$ cat config.mk
export PLATFORM = sky130hd
export DESIGN_NAME = pus_div
export DESIGN_NICKNAME = d
export VERILOG_FILES = /design/src/rtl/pus_pkg.sv /design/src/rtl/pus_div.sv
export SDC_FILE = /design/constraint.sdc
export NUM_CORES = 2
export LEC_CHECK = 0
export BUFFER_PORTS_ARGS = -buffer_cell sky130_fd_sc_hd__buf_2
export CORE_AREA = 2 2 377 379
export DETAILED_ROUTE_END_ITERATION = 8
export DIE_AREA = 0 0 379 381
export PLACE_DENSITY_LB_ADDON = 0.1
export SETUP_SLACK_MARGIN = 0.5
export SLEW_MARGIN = 20
export SYNTH_ARGS = -nofsm -noshare
export SYNTH_HDL_FRONTEND = slang
export SYNTH_SLANG_ARGS = --single-unit
export TNS_END_PERCENT = 100
$ cat constraint.sdc
create_clock -name clk -period 3.9 [get_ports clk]
set_input_delay 0 -clock clk [delete_from_list [all_inputs] [get_ports clk]]
set_output_delay 0 -clock clk [all_outputs]
set_load 0.05 [all_outputs]
$ cat src/rtl/pus_pkg.sv
// Shared types, constants and saturation helpers for the particle update block
`default_nettype none

package pus_pkg;

    localparam int DEF_FRAC_BITS = 16;

    // Register map: index is paddr[2]
    localparam logic       REG_DT_STEP = 1'b0;
    localparam logic [15:0] DT_RESET   = 16'd1092;

    // Q0.16 constants
    localparam logic [15:0] K_GROW     = 16'd6554;
    localparam logic [15:0] K_DRAG_EXP = 16'd58982;
    localparam logic [15:0] K_DRAG_SPK = 16'd62259;

    typedef enum logic [1:0] {
        KIND_NONE      = 2'd0,
        KIND_SMOKE     = 2'd1,
        KIND_EXPLOSION = 2'd2,
        KIND_SPARK     = 2'd3
    } kind_t;

    // Particle record as it travels down the pipe
    typedef struct packed {
        kind_t            kind;
        logic             act;
        logic [2:0][31:0] pos;
        logic [2:0][31:0] vel;
        logic [30:0]      size;
        logic [31:0]      life;
        logic [23:0]      color;
    } rec_t;

    // Saturate to signed 32 bits
    function automatic logic [31:0] sat32(input logic signed [47:0] x);
        logic [31:0] r;
        if (x > 48'sh0000_7FFF_FFFF)
            r = 32'h7FFF_FFFF;
        else if (x < 48'shFFFF_8000_0000)
            r = 32'h8000_0000;
        else
            r = x[31:0];
        return r;
    endfunction

    // Clamp to unsigned 31 bits
    function automatic logic [30:0] satu31(input logic signed [47:0] x);
        logic [30:0] r;
        if (x < 48'sd0)
            r = '0;
        else if (x > 48'sh0000_7FFF_FFFF)
            r = 31'h7FFF_FFFF;
        else
            r = x[30:0];
        return r;
    endfunction

endpackage

`default_nettype wire

$ cat src/rtl/pus_div.sv
// Pipelined restoring divider: floor(num * 2^FRAC_BITS / den) for num < den
`default_nettype none

module pus_div #(
    parameter int FRAC_BITS = pus_pkg::DEF_FRAC_BITS
) (
    input  wire logic                 clk,
    input  wire logic                 en,
    input  wire logic [30:0]          num,
    input  wire logic [30:0]          den,
    output logic      [FRAC_BITS-1:0] quo
);

    // One quotient bit per stage
    logic [30:0]          rem_reg [FRAC_BITS];
    logic [30:0]          den_reg [FRAC_BITS];
    logic [FRAC_BITS-1:0] q_reg   [FRAC_BITS];

    logic [30:0]          rem_in  [FRAC_BITS];
    logic [30:0]          den_in  [FRAC_BITS];
    logic [FRAC_BITS-1:0] q_in    [FRAC_BITS];
    logic [30:0]          rem_next[FRAC_BITS];
    logic [FRAC_BITS-1:0] q_next  [FRAC_BITS];

    for (genvar i = 0; i < FRAC_BITS; i++) begin : g_stage
        // stage input: ports for the first stage, previous stage after that
        if (i == 0) begin : g_first
            assign rem_in[i] = num;
            assign den_in[i] = den;
            assign q_in[i]   = '0;
        end else begin : g_rest
            assign rem_in[i] = rem_reg[i-1];
            assign den_in[i] = den_reg[i-1];
            assign q_in[i]   = q_reg[i-1];
        end

        // shift, trial subtract, restore
        always_comb
        begin
            logic [31:0] r2;
            logic [31:0] dd;
            r2 = {rem_in[i], 1'b0};
            dd = {1'b0, den_in[i]};
            if (r2 >= dd)
            begin
                rem_next[i] = 31'(r2 - dd);
                q_next[i]   = {q_in[i][FRAC_BITS-2:0], 1'b1};
            end
            else
            begin
                rem_next[i] = r2[30:0];
                q_next[i]   = {q_in[i][FRAC_BITS-2:0], 1'b0};
            end
        end

        always_ff @(posedge clk)
        begin
            if (en)
            begin
                rem_reg[i] <= rem_next[i];
                den_reg[i] <= den_in[i];
                q_reg[i]   <= q_next[i];
            end
        end
    end

    assign quo = q_reg[FRAC_BITS-1];

endmodule

`default_nettype wire

==> impl_results.md <==
* Die span in y at 381 um
* Met3 wire len at 3420 um
* Antenna-violating nets left at 0
* Startpoint Class: flip-flop
* Worst Max-Slew Pin Slew at 0.820 ns
* CP max FO at 8
* Final Hold Fails at 0
* Wire length per cell at 17.5 um
* H-tree depth at 4
* Cell area after layout at 75200 sq um
* Post-synth top flop: edfxtp_1
* Async set or reset register ratio after synthesis at 0%
* Int Pwr at 40.3 mW
* Relative max-transition margin at 44.6%
* Post-route DRC at 0
* CTS tree: done
* Worst-skew pair later-pin latency at 0.76 ns
* Post-Route WL at 141000 um
* Power after layout at 63.4 mW
* Die width at 379 um
* First-pass GRT wire length at 220000 um
* Crit path time final at 3.54 ns
* Largest net degree at the start of global routing at 129
* FF+latch count, synth at 1066
* Sequential area share after synthesis at 51.0%
* Leakage at 31.3 nW
* Final worst slack at 0.364 ns
* Syn_nets at 6151
* Inst Count DP at 7559
* Share of cells above drive strength 1 at 18.2%
* Starting Density at 44.7%
* Post-DP HPWL at 101000 um
* Port Buffers at 79
* FP Rows at 138
* Finished Layout Cells at 8072
* Clock net sink count at 1066
* Outcome: finished, final reports clean
* Core area at 141000 sq um
* Wl on met1 at 48000 um
* Met2 WL at 81800 um
* Setup_tns at 0 ns
* DR iter-0 viols at 1769
* Commonest cells post-synth: 1066 x edfxtp_1, 603 x inv_1, 495 x ha_1, 491 x a21oi_1, 325 x o21ai_0
* Crit Path Category: reg2reg
* Final slew viol count at 0
* YS warnings at 0
* Number of enable flip-flop cells after synthesis at 1066
* Worst path required time at 4.40 ns
* Setup slack, reg-to-reg at 0.36 ns
* DR vias at 42.9k
* Initial antenna violation count at 0
* # diodes at 0
* Die area at 144000 sq um
* TritonRoute pass-1 iters at 7
* Largest cells by area after synthesis: edfxtp_1 51%, ha_1 9.9%, mux2_2 4.0%, a21oi_1 3.9%, inv_1 3.6%
* Area Overhead vs Synth at 19.7%
* WHS at 0.107 ns
* Maxcap violations at 0
* Syn Area/Cell at 11.3 sq um
* Switching share of power at 36.5%
* Synthesized area at 62800 sq um
* Place WS at -0.180 ns
* Fmax at 283 MHz
* Root buffer cell: clkbuf_16
* Nets at 6661
* Worst clock skew at 0.0268 ns
* Clk buf depth at 3
* IO Count at 80
* Num CTS Buffers at 130
* Placed standard-cell area at 66300 sq um
* CP endpoint kind: flip-flop
* Vias/cell at 5.31
* Setup violators final at 0
* Worst vdd ir at 0.349 mV
* Hold Path Class: in2reg
* Leading area contributor after synthesis: edfxtp_1
* Pwr dens at 844 nW/um^2
* Synth top area share at 51.0%
* Sequential share of power at 29.8%
* Cells after synthesis at 5577
* Yosys cell types at 97
* Sw Pwr at 23.2 mW
* GRT Total Usage at 19.1%
* Multi-input gate area at 29700 sq um
* Via count of the first global-routing pass at 45.0k
* Overflow after GRT at 0
* Combinational share of power at 52.6%
* Fillers at 12.1k
* Tcrit/Tclk final at 90.7%
* Fin util at 53.5%
* Highest metal used: met4
* Worst-path clk slew at 0.06 ns
* Worst Path Arrival at 4.04 ns
* Top-count cell post-synth: edfxtp_1
* Clock power share at 17.6%
* Unrepaired setup endpoints after global routing: yes
* GPL Wtd Cong at 0.925
* Register area at 32000 sq um
[layout by cell type, fill, tap and decap left out, types with 36 or more instances in the layout]
master         count
buf_4            236
a31oi_1           36
nand3_1           75
and3_1            39
nand2_1          317
buf_12            36
o21a_1            50
ha_1             466
dlygate4sd3_1     94
xor2_1           147
nor2_1           269
o21ai_0          296
nand4_1           81
nor3_1            54
nor2b_1           63
buf_2             78
a21oi_1          449
a21o_1           260
mux2_4           104
mux2_2           162
edfxtp_1        1066
a21oi_2           42
xnor2_1          241
clkbuf_16        146
nand2b_1          59
o21bai_1          67
inv_1            583
[critical path: stages (launching register included)]
cell and delay (ns):
edfxtp_1 0.36, inv_2 0.06, fa_2 0.40, a211oi_2 0.22
nor2_1 0.09, o31a_1 0.29, o21ba_4 0.26, a211oi_4 0.25
a21oi_2 0.09, nor2_1 0.12, buf_4 0.15, o21ai_2 0.07
a41oi_4 0.17, buf_12 0.15, buf_12 0.11, clkbuf_16 0.16
mux2_2 0.33
[power by group through the flow]
stage | combinational (mW) | sequential, mW | clock (mW)
2_1_floorplan | 20.9 | 18.4 | 0
3_3_place_gp | 27.1 | 19.0 | 0
3_5_place_dp | 27.4 | 19.0 | 0
4_1_cts | 30.2 | 18.8 | 11.6
5_1_grt | 36.6 | 19.2 | 12.0
6_report | 33.4 | 18.9 | 11.2
[timing repair]
action | in CTS | in global routing
buffers inserted | 91 | 77
gates resized for setup | 172 | 292
setup endpoints to repair | 387 | 345
pin swaps | 64 | 90
hold buffers | 94 | 0
endpoints found under the hold margin | 263 | 0
cloned | 11 | 13
[per-layer routing]
metal,vias to the layer above,track usage (%)
met2,717,39.0
met1,20273,17.1
met5,-,0
met3,405,2.79
met4,0,11.2
li1,21475,-
[kinds of logic after synthesis]
kind of cell / share of synthesized area (%)
and+or+nand+nor: 8.39
adders and majority gates: 10.3
AOI/OAI and AO/OA: 15.3
buffers and inverters: 4.57
muxes: 4.96
DFF: 51.0
xor gates and xnor gates: 5.41
[area by class of cell]
class                           instances  share of cell area, %
Clock inverter                         69                  0.648
Clock buffer                          158                   4.58
Sequential cell                      1066                   42.6
Tap cell                             1890                   3.15
Multi-Input combinational cell       3784                   39.6
Timing Repair Buffer                  501                   6.45
Inverter                              604                   3.02
[path summary, 6_finish.rpt]
path	startpoint	to	depth (start not counted)
max	den_reg[0][186]	rem_reg[0][244]	16
min	num[12]	rem_reg[0][13]	3
max reg2reg	den_reg[0][186]	rem_reg[0][244]	16
min reg2reg	q_reg[1][42]	q_reg[1][59]	0
(Power assumes the default switching activity.)
